--- src/rtl/acc_pkg.sv ---
// Shared types, constants and command codes of the adaptive cruise controller.
`timescale 1ns / 1ps
package acc_pkg;

	localparam int FracBits = 16;
	localparam int ErrW     = 26;
	localparam int IntW     = 48;
	localparam int DivW     = 44;
	localparam int OpAW     = 48;
	localparam int OpBW     = 17;
	localparam int ProdW    = OpAW + OpBW;
	localparam int AccW     = 60;

	localparam logic [1:0] MODE_SPEED = 2'd0;
	localparam logic [1:0] MODE_DIST  = 2'd1;
	localparam logic [1:0] MODE_STOP  = 2'd2;

	localparam logic [2:0] REG_GAP_SP  = 3'd0;
	localparam logic [2:0] REG_CRUISE  = 3'd1;
	localparam logic [2:0] REG_GAP_KP  = 3'd2;
	localparam logic [2:0] REG_GAP_KI  = 3'd3;
	localparam logic [2:0] REG_GAP_KD  = 3'd4;
	localparam logic [2:0] REG_SPD_KP  = 3'd5;
	localparam logic [2:0] REG_SPD_KI  = 3'd6;
	localparam logic [2:0] REG_SPD_KD  = 3'd7;

	// Multiply steps, issued in this order.
	localparam logic [2:0] MUL_GAP_INT = 3'd0;
	localparam logic [2:0] MUL_SPD_INT = 3'd1;
	localparam logic [2:0] MUL_GAP_P   = 3'd2;
	localparam logic [2:0] MUL_GAP_I   = 3'd3;
	localparam logic [2:0] MUL_SPD_P   = 3'd4;
	localparam logic [2:0] MUL_SPD_I   = 3'd5;
	localparam logic [2:0] MUL_GAP_D   = 3'd6;
	localparam logic [2:0] MUL_SPD_D   = 3'd7;

	localparam logic [23:0] DIST_HI    = 24'(55 << FracBits);
	localparam logic [23:0] DIST_LO    = 24'(45 << FracBits);
	localparam logic [21:0] CURVE_CAP  = 22'(15 << FracBits);
	localparam int          SlowSpeed  = 1 << (FracBits - 1);
	localparam int          AccelLim   = 20 << FracBits;
	localparam int          BrakeAccel = -(3 << FracBits);

	typedef struct packed {
		logic        target_present;
		logic [23:0] target_distance;
		logic        target_stopped;
		logic signed [23:0] ego_speed;
		logic        curved_lane;
		logic [15:0] tick_length;
	} in_item_t;

	typedef struct packed {
		logic signed [21:0] accel_command;
		logic [1:0]         active_mode;
	} out_item_t;

	typedef struct packed {
		logic       load;
		logic       err;
		logic       start;
		logic       mul_go;
		logic [2:0] mul_sel;
		logic       fin;
	} cmd_t;

	typedef struct packed {
		logic div_done;
	} sts_t;

endpackage

--- src/rtl/acc_ctrl.sv ---
// Sequencer of the cruise controller: input transfer, division wait, multiply steps, result.
`timescale 1ns / 1ps
module acc_ctrl (
	input  logic          clk,
	input  logic          arst_n,
	input  logic          in_valid,
	output logic          in_stall,
	output logic          out_valid,
	input  logic          out_stall,
	input  acc_pkg::sts_t sts,
	output acc_pkg::cmd_t cmd
);
	import acc_pkg::*;

	localparam logic [2:0] ST_IDLE  = 3'd0;
	localparam logic [2:0] ST_ERR   = 3'd1;
	localparam logic [2:0] ST_START = 3'd2;
	localparam logic [2:0] ST_WAIT  = 3'd3;
	localparam logic [2:0] ST_MUL   = 3'd4;
	localparam logic [2:0] ST_DRAIN = 3'd5;
	localparam logic [2:0] ST_FIN   = 3'd6;

	logic [2:0] state_q;
	logic [2:0] step_q;
	logic       ovld_q;
	logic       fin_ok;

	assign in_stall  = (state_q != ST_IDLE);
	assign out_valid = ovld_q;
	assign fin_ok    = (state_q == ST_FIN) && (!ovld_q || !out_stall);

	// Commands to the datapath.
	always_comb begin
		cmd         = '0;
		cmd.load    = (state_q == ST_IDLE) && in_valid;
		cmd.err     = (state_q == ST_ERR);
		cmd.start   = (state_q == ST_START);
		cmd.mul_go  = (state_q == ST_MUL);
		cmd.mul_sel = step_q;
		cmd.fin     = fin_ok;
	end

	// State transitions.
	always_ff @(posedge clk or negedge arst_n) begin
		if (!arst_n) begin
			state_q <= ST_IDLE;
			step_q  <= '0;
		end else begin
			case (state_q)
				ST_IDLE:  if (in_valid) state_q <= ST_ERR;
				ST_ERR:   state_q <= ST_START;
				ST_START: state_q <= ST_WAIT;
				ST_WAIT: begin
					if (sts.div_done) begin
						state_q <= ST_MUL;
						step_q  <= '0;
					end
				end
				ST_MUL: begin
					step_q <= step_q + 1'b1;
					if (step_q == MUL_SPD_D) state_q <= ST_DRAIN;
				end
				ST_DRAIN: state_q <= ST_FIN;
				ST_FIN:   if (fin_ok) state_q <= ST_IDLE;
				default:  state_q <= ST_IDLE;
			endcase
		end
	end

	// Output valid flag.
	always_ff @(posedge clk or negedge arst_n) begin
		if (!arst_n) begin
			ovld_q <= 1'b0;
		end else if (fin_ok) begin
			ovld_q <= 1'b1;
		end else if (!out_stall) begin
			ovld_q <= 1'b0;
		end
	end
endmodule

--- config.mk ---
export PLATFORM = sky130hd
export DESIGN_NAME = acc_ctrl
export DESIGN_NICKNAME = d
export VERILOG_FILES = /design/src/rtl/acc_pkg.sv /design/src/rtl/acc_ctrl.sv
export SDC_FILE = /design/constraint.sdc
export NUM_CORES = 1
export LEC_CHECK = 0
export ABC_AREA = 1
export BUFFER_PORTS_ARGS = -buffer_cell sky130_fd_sc_hd__buf_2
export CORE_AREA = 2 2 39 41
export CTS_CLUSTER_DIAMETER = 120
export CTS_CLUSTER_SIZE = 8
export DETAILED_ROUTE_END_ITERATION = 8
export DIE_AREA = 0 0 41 43
export PLACE_DENSITY = 0.64
export RECOVER_POWER = 50
export SKIP_LAST_GASP = 1
export SLEW_MARGIN = 20
export SYNTH_ARGS = -nofsm -noshare
export SYNTH_HDL_FRONTEND = slang
export SYNTH_SLANG_ARGS = --single-unit
--- constraint.sdc ---
create_clock -name clk -period 1.5 [get_ports clk]
set_input_delay 0 -clock clk [delete_from_list [all_inputs] [get_ports clk]]
set_output_delay 0 -clock clk [all_outputs]
set_load 0.03 [all_outputs]
==> impl_metrics.toml, run 1 <==
[power]
clockPowerShare_pct = 13.3
power_density_mw_per_mm2 = 2328
leakage_nw = 0.3131
intPower_w = 0.0005993
p_sw_share_pct = 53.46
power.total_w = 0.001288
p_comb_share_pct = 55.2
p_switching_w = 0.0006884
p_seq_share_pct = 31.6
ir_drop_v = 0.0008762

[timing]
tightestPinTransition_ns = 0.3850
finalHoldViolations = 0
slew_headroom_pct = 74.34
drv_slew = 0
period_share_pct = 88.15
rsz0062_at_grt = "false"
setup_viol = 0
max_freq_mhz = 756.3
setup_tns_ns = 0
finalCriticalPeriod_ns = 1.322
finalClockSkew_ns = 0.004393

[global_routing]
grt_use_total_pct = 12.01
grt_antenna_before_repair = 0
grt_pass1_vias = 336
grt_first_pass_wirelength_mm = 1.455
grt_remaining_overflow = 0
grt_max_degree = 9

[routing]
ant_nets = 0
wl_um = 829
vias = 392
wl_per_cell_um = 8.914
drt_iter0_drc = 4
dr.pass1.iters = 2
drc_errors = 0
vias_per_cell = 4.215

[critical_path]
worstPathArrival_ns = 1.32
end_kind = "output port"
path_max_fanout = 8
start_kind = "register"
worstSetupPathType = "register to output port"
worstPathRequired_ns = 1.50

[floorplan]
die_w_um = 41
core_mm2 = 0.001384
start_util_pct = 31.92
rows = 14
num_io_pins = 15
die_h_um = 43
dieArea_mm2 = 0.001763

[synthesis]
syn_inst = 59
syn_area_um2 = 441.7
yosys.area.top_type = "dfrtp_1"
synthAdderAreaFrac_pct = 5.666
post-synth-top-count-cell = "nand2_1"
synth_compound_area_share_pct = 7.932
yosysSeqAreaShare_pct = 39.66
synthTopCellsByArea = "dfrtp_1 (40%), nand2_1 (12%), nand2_2 (7.1%)"
synth_nets = 66
ys_seq_elements = 7
ys_warn_count = 0
async_flop_share_pct = 100.0
syn_avg_cell_area_um2 = 7.486
synth.distinct_cells = 17
synth_ff_type = "dfrtp_1"
synth_mux_area_share_pct = 0
synthSimpleGateAreaFrac_pct = 35.69
synth_edf_count = 0
netlist_top_cells_count = "nand2_1 (14), dfrtp_1 (7), inv_1 (7), nor2_1 (7)"
synth_top_area_share_pct = 39.66
synth_xor_area_share_pct = 0
synth_top_family_by_area = "simple AND/OR/NAND/NOR gates"

[finish]
drive_above_1_share_pct = 25.97
syn_to_final_growth_pct = 25.21
n_antenna_cell = 0
multiInputGateArea_um2 = 217.7
nets = 85
ff_latch_area_um2 = 175.2
fillerInstances = 153

[clock_network]
cts_buffers = 3
htreeDepth = 1
root_buffer = "clkbuf_4"
clkLatencyLatePin_ns = 0.25
cts_sinks = 7
cts_setup_buffers = 0
tritoncts = "done"
cts_buffer_depth = 2
clkSlewWorstSetupHoldPaths_ns = 0.05

[placed_design]
portBuffers = 14
place_congestion = 0.6949
hpwl_um = 661.2

[flow_run]
drv_cap = 0

[hold_path]
hp-class = "primary input to register"

[status]
status = "finished clean"
[final cells by class]
cell class / count / area share, %
repair buffers: 16 / 15.16
flip-flops and latches: 7 / 31.67
well taps: 16 / 3.620
multi-input cells: 42 / 39.37
clock buffers: 4 / 4.751
inverters: 8 / 5.430
[flip-flops by register name (all words and copies together), names as in the netlist]
register / flops
state_q: 3
step_q: 3
out_valid: 1
[path summary, 6_finish.rpt]
| kind | from | cells past startpoint | slack, ns | to |
|---|---|---|---|---|
| setup reg to reg | step_q[0]$_DFFE_PN0P_ | 8 | 0.24 | state_q[0]$_DFFE_PN0P_ |
| setup / recovery | state_q[2]$_DFFE_PN0P_ | 5 | 0.18 | cmd[0] |
| hold / removal | sts | 4 | 0.04 | state_q[0]$_DFFE_PN0P_ |
| hold reg to reg | out_valid$_DFFE_PN0P_ | 2 | 0.49 | out_valid$_DFFE_PN0P_ |
| min in group asynchronous | arst_n | 2 | 0.18 | step_q[2]$_DFFE_PN0P_ |
| max in group asynchronous | arst_n | 2 | 1.05 | state_q[1]$_DFFE_PN0P_ |
[kinds of logic after synthesis]
logic type                 after synthesis
AOI/OAI and AO/OA                        6
adders and majority gates                2
buffers and inverters                   10
DFF                                      7
and+or+nand+nor                         34
[power groups by stage]
stage          registers [W]  clock network [W]  logic (W)
2_1_floorplan       0.000457                  0   0.000523
6_report            0.000406           0.000171   0.000711
3_5_place_dp        0.000406                  0   0.000730
4_1_cts             0.000405           0.000172   0.000736
5_1_grt             0.000425           0.000191   0.000796
3_3_place_gp        0.000404                  0   0.000721
[worst max-delay path, stage by stage (launching register included)]
cell,delay [ns]
dfrtp_1,0.52
nand2_1,0.09
nor2_1,0.13
inv_1,0.07
nor2_1,0.08
buf_2,0.19
[per-stage QoR]
| stage | hold WS [ns] | setup slack, ns | instances | util [%] | area (µm²) |
|---|---|---|---|---|---|
| 2_1_floorplan | -0.2956 | 0.1513 | 59 | - | 441.7 |
| 3_3_place_gp | -0.1591 | 0.2738 | 87 | 37.07 | 513.0 |
| 3_5_place_dp | -0.1556 | 0.2420 | 87 | 37.07 | 513.0 |
| 4_1_cts | 0.04009 | 0.1663 | 93 | 40.42 | 559.3 |
| 5_1_grt | 0.08501 | 0.05152 | 93 | 39.96 | 553.0 |
| 6_report | 0.04224 | 0.1778 | 93 | 39.96 | 553.0 |
[routing by layer]
layer / global-route usage [%] / part of all wire, %
met2: 16.88 / 44
met5: 0 / 0
met4: 2.000 / 0
met1: 16.34 / 50
met3: 6.283 / 5.5
[what timing repair did]
| item | 4_1_cts | 5_1_grt |
|---|---|---|
| hold buffers | 2 | 0 |
| hold endpoints to repair | 8 | 0 |
| resized for setup | 0 | 0 |
[cell usage in the layout (no fill, tap or decap), drive strengths merged]
master,count
clkbuf,9
dlygate4sd3,2
o21bai,1
a21boi,1
inv,8
a21oi,1
buf,9
dfrtp,7
o21ai,3
ha,2
nand3,5
nor3,1
nor2,9
nand2,19
Note: power is estimated with default switching activity, not from simulation.
==> run 2, diff against run 1 <==
- RECOVER_POWER: 50 -> not set
==> impl_metrics.toml, run 2 (synthesis results as in run 1) <==
[critical_path]
worstPathArrival_ns = 1.32
start_kind = "register"
path_max_fanout = 8
worstSetupPathType = "register to output port"
end_kind = "output port"
worstPathRequired_ns = 1.50

[floorplan]
start_util_pct = 31.92
core_mm2 = 0.001384
num_io_pins = 15
die_h_um = 43
die_w_um = 41
rows = 14
dieArea_mm2 = 0.001763

[timing]
finalClockSkew_ns = 0.004514
finalCriticalPeriod_ns = 1.322
rsz0062_at_grt = "false"
period_share_pct = 88.15
slew_headroom_pct = 79.21
drv_slew = 0
finalHoldViolations = 0
max_freq_mhz = 756.3
tightestPinTransition_ns = 0.3119
setup_tns_ns = 0
setup_viol = 0

[clock_network]
tritoncts = "done"
cts_buffer_depth = 2
clkLatencyLatePin_ns = 0.25
root_buffer = "clkbuf_4"
cts_sinks = 7
htreeDepth = 1
cts_setup_buffers = 0
clkSlewWorstSetupHoldPaths_ns = 0.05
cts_buffers = 3

[routing]
vias = 392
drc_errors = 0
vias_per_cell = 4.215
wl_um = 834
drt_iter0_drc = 4
wl_per_cell_um = 8.968
dr.pass1.iters = 2
ant_nets = 0

[global_routing]
grt_first_pass_wirelength_mm = 1.455
grt_remaining_overflow = 0
grt_use_total_pct = 12.01
grt_max_degree = 9
grt_pass1_vias = 336
grt_antenna_before_repair = 0

[power]
leakage_nw = 0.3310
power_density_mw_per_mm2 = 2325
ir_drop_v = 0.0008761
power.total_w = 0.001300

[finish]
drive_above_1_share_pct = 32.47
n_antenna_cell = 0
ff_latch_area_um2 = 175.2
fillerInstances = 153
syn_to_final_growth_pct = 26.63
nets = 85
final_cell_mix = "nand2_1 (14), buf_2 (14), inv_1 (7), nor2_1 (7), dfrtp_1 (7)"
multiInputGateArea_um2 = 217.7

[status]
status = "finished clean"

[placed_design]
portBuffers = 14
place_congestion = 0.6949
hpwl_um = 661.2

[hold_path]
hp-class = "primary input to register"

[flow_run]
drv_cap = 0
run 2: what timing repair did:
item | CTS | global route
resized for setup | 0 | 0
hold buffers | 2 | 0
hold endpoints to repair | 8 | 0
run 2: worst max-delay path, cell delays in order (launching register included):
cell     delay (ns)
dfrtp_1        0.52
nand2_1        0.09
nor2_1         0.13
inv_1          0.07
nor2_1         0.08
buf_2          0.19
run 2: per-stage QoR:
| step | std cells | cell area (µm²) | hold WS [ns] | setup slack [ns] | utilization [%] |
|---|---|---|---|---|---|
| 2_1_floorplan | 59 | 441.7 | -0.2956 | 0.1513 | - |
| 3_3_place_gp | 87 | 513.0 | -0.1591 | 0.2738 | 37.07 |
| 3_5_place_dp | 87 | 513.0 | -0.1556 | 0.2420 | 37.07 |
| 4_1_cts | 93 | 559.3 | 0.04009 | 0.1663 | 40.42 |
| 5_1_grt | 93 | 559.3 | 0.08501 | 0.05152 | 40.42 |
| 6_report | 93 | 559.3 | 0.04224 | 0.1778 | 40.42 |
run 2: power breakdown:
group | internal (W) | switching, W | total (W) | leakage [nW]
Combinational | 0.000232 | 0.000492 | 0.000724 | 0.227
Clock | 0.000102 | 0.0000693 | 0.000171 | 0.0150
Sequential | 0.000279 | 0.000126 | 0.000405 | 0.0893
run 2: path summary, 6_finish.rpt:
path                                        startpoint                      to  slack [ns]  depth (start not counted)
min in group asynchronous                       arst_n   step_q[2]$_DFFE_PN0P_        0.11                          2
worst max register to register   step_q[0]$_DFFE_PN0P_  state_q[0]$_DFFE_PN0P_        0.24                          8
worst max-delay path            state_q[2]$_DFFE_PN0P_                  cmd[0]        0.18                          5
worst min-delay path                               sts  state_q[0]$_DFFE_PN0P_        0.04                          4
worst min register to register   out_valid$_DFFE_PN0P_   out_valid$_DFFE_PN0P_        0.49                          2
max in group asynchronous                       arst_n  state_q[1]$_DFFE_PN0P_        1.23                          2
run 2: per-layer routing:
| layer | GRT usage [%] | up-vias | routed length [µm] |
|---|---|---|---|
| met5 | 0 | - | 0 |
| met4 | 2.000 | 0 | 0 |
| met3 | 6.283 | 0 | 48 |
| met2 | 16.88 | 11 | 367 |
| met1 | 16.34 | 162 | 417 |
| li1 | - | 219 | - |
run 2: layout make-up:
| type | count | area share, % |
|---|---|---|
| sequential | 7 | 31.32 |
| inverter | 8 | 5.369 |
| multi-input combinational | 42 | 38.93 |
| clock buffer | 4 | 4.698 |
| tap | 16 | 3.579 |
| timing repair buffer | 16 | 16.11 |
==> run 3, diff against run 2 <==
- PLACE_DENSITY: 0.64 -> 0.66
==> impl_metrics.toml, run 3 (synthesis results as in run 1) <==
[critical_path]
end_kind = "output port"
worstPathRequired_ns = 1.50
reg2reg_from = "step_q[0]$_DFFE_PN0P_"
path_delay_family = "flip-flops"
cp_num_cells = 5
slowest_stage = "dfrtp_1"
path_max_fanout = 8
crit_chain = "nand2_1 > nor2_1 > inv_1 > nor2_1 > buf_2"
max_stage_delay_ns = 0.53
startpoint = "state_q[2]$_DFFE_PN0P_"
worstPathArrival_ns = 1.33
worstSetupPathType = "register to output port"
path_buf_inv = 2
cp_common_cell = "nor2_1"
reg2reg_depth = 8
start_kind = "register"

[routing]
vias_per_cell = 4.419
wl_per_cell_um = 9.860
dr.pass1.iters = 4
wl_um = 917
vias = 411
drt_iter0_drc = 10
drc_errors = 0
ant_nets = 0

[floorplan]
die_h_um = 43
die_w_um = 41
dieArea_mm2 = 0.001763
num_io_pins = 15
core_mm2 = 0.001384
rows = 14
start_util_pct = 31.92

[timing]
finalCriticalPeriod_ns = 1.334
max_freq_mhz = 749.5
finalClockSkew_ns = 0.0004341
rsz0062_at_grt = "false"
setup_tns_ns = 0
finalHoldViolations = 0
worst_hold_slack_ns = 0.04361
tightestPinTransition_ns = 0.3211
period_share_pct = 88.95
slew_headroom_pct = 78.59
drv_slew = 0
setup_viol = 0

[clock_network]
cts_buffers = 3
cts_buffer_depth = 2
cts_sinks = 7
htreeDepth = 1
tritoncts = "done"
cts_setup_buffers = 0
clkSlewWorstSetupHoldPaths_ns = 0.05
clkLatencyLatePin_ns = 0.24
root_buffer = "clkbuf_4"

[finish]
final_cell_mix = "nand2_1 (14), buf_2 (14), inv_1 (7), nor2_1 (7), dfrtp_1 (7)"
n_antenna_cell = 0
drive_above_1_share_pct = 32.47
nets = 85
syn_to_final_growth_pct = 26.63
fillerInstances = 165

[placed_design]
place_congestion = 0.7145
hpwl_um = 732.8
portBuffers = 14

[hold_path]
holdCritStartpoint = "sts"
whs_path_depth = 4
hp-class = "primary input to register"

[global_routing]
grt_first_pass_wirelength_mm = 1.662
grt_remaining_overflow = 0
grt_use_total_pct = 13.97
grt_antenna_before_repair = 0
grt_pass1_vias = 414
grt_max_degree = 9

[power]
leakage_nw = 0.3310
power_density_mw_per_mm2 = 2348
ir_drop_v = 0.0009968

[status]
status = "finished clean"

[flow_run]
drv_cap = 0
run 3: cell counts in the layout (fill, tap and decap cells not counted):
No cell type changed its count.
run 3: timing repair:
action	4_1_cts	5_1_grt
gates resized for setup	0	0
hold endpoints to repair	8	0
hold buffers	2	0
run 3: tightest hold or removal path, stage by stage:
cell     delay, ns
buf_2         0.09
inv_1         0.04
nand2_2       0.07
nand2_1       0.05
run 3: final cells by class:
cell class              count  area (µm²)  share of cell area, %
flip-flops and latches      7       175.2                  31.32
multi-input cells          42       217.7                  38.93
inverters                   8       30.03                  5.369
well taps                  16       20.02                  3.579
clock buffers               4       26.28                  4.698
repair buffers             16       90.09                  16.11
run 3: worst paths after layout:
kind	to	slack (ns)
max reg2reg	state_q[0]$_DFFE_PN0P_	0.21
max in group asynchronous	out_valid$_DFFE_PN0P_	1.22
max	cmd[0]	0.17
min	state_q[0]$_DFFE_PN0P_	0.04
min reg2reg	out_valid$_DFFE_PN0P_	0.49
min in group asynchronous	state_q[0]$_DFFE_PN0P_	0.12
run 3: per-layer routing:
metal	track usage (%)	vias up	part of all wire [%]
met1	18.15	180	47
met3	4.712	0	3.9
met2	20.31	11	49
met4	6.000	0	0
li1	-	220	-
met5	0	-	0
run 3: metrics by stage:
step	area (µm²)	utilization [%]	instances	setup WS [ns]	power, W
after CTS	559.3	40.42	93	0.1505	0.001331
final	559.3	40.42	93	0.1657	0.001313
after global routing	559.3	40.42	93	0.001711	0.001443
after floorplan	441.7	-	59	0.1513	0.0009802
after detailed placement	513.0	37.07	87	0.2054	0.001146
after global placement	513.0	37.07	87	0.2748	0.001129
run 3: power breakdown:
part           internal [W]  switching [W]
sequential         0.000279       0.000125
clock              0.000102      0.0000702
combinational      0.000236       0.000502
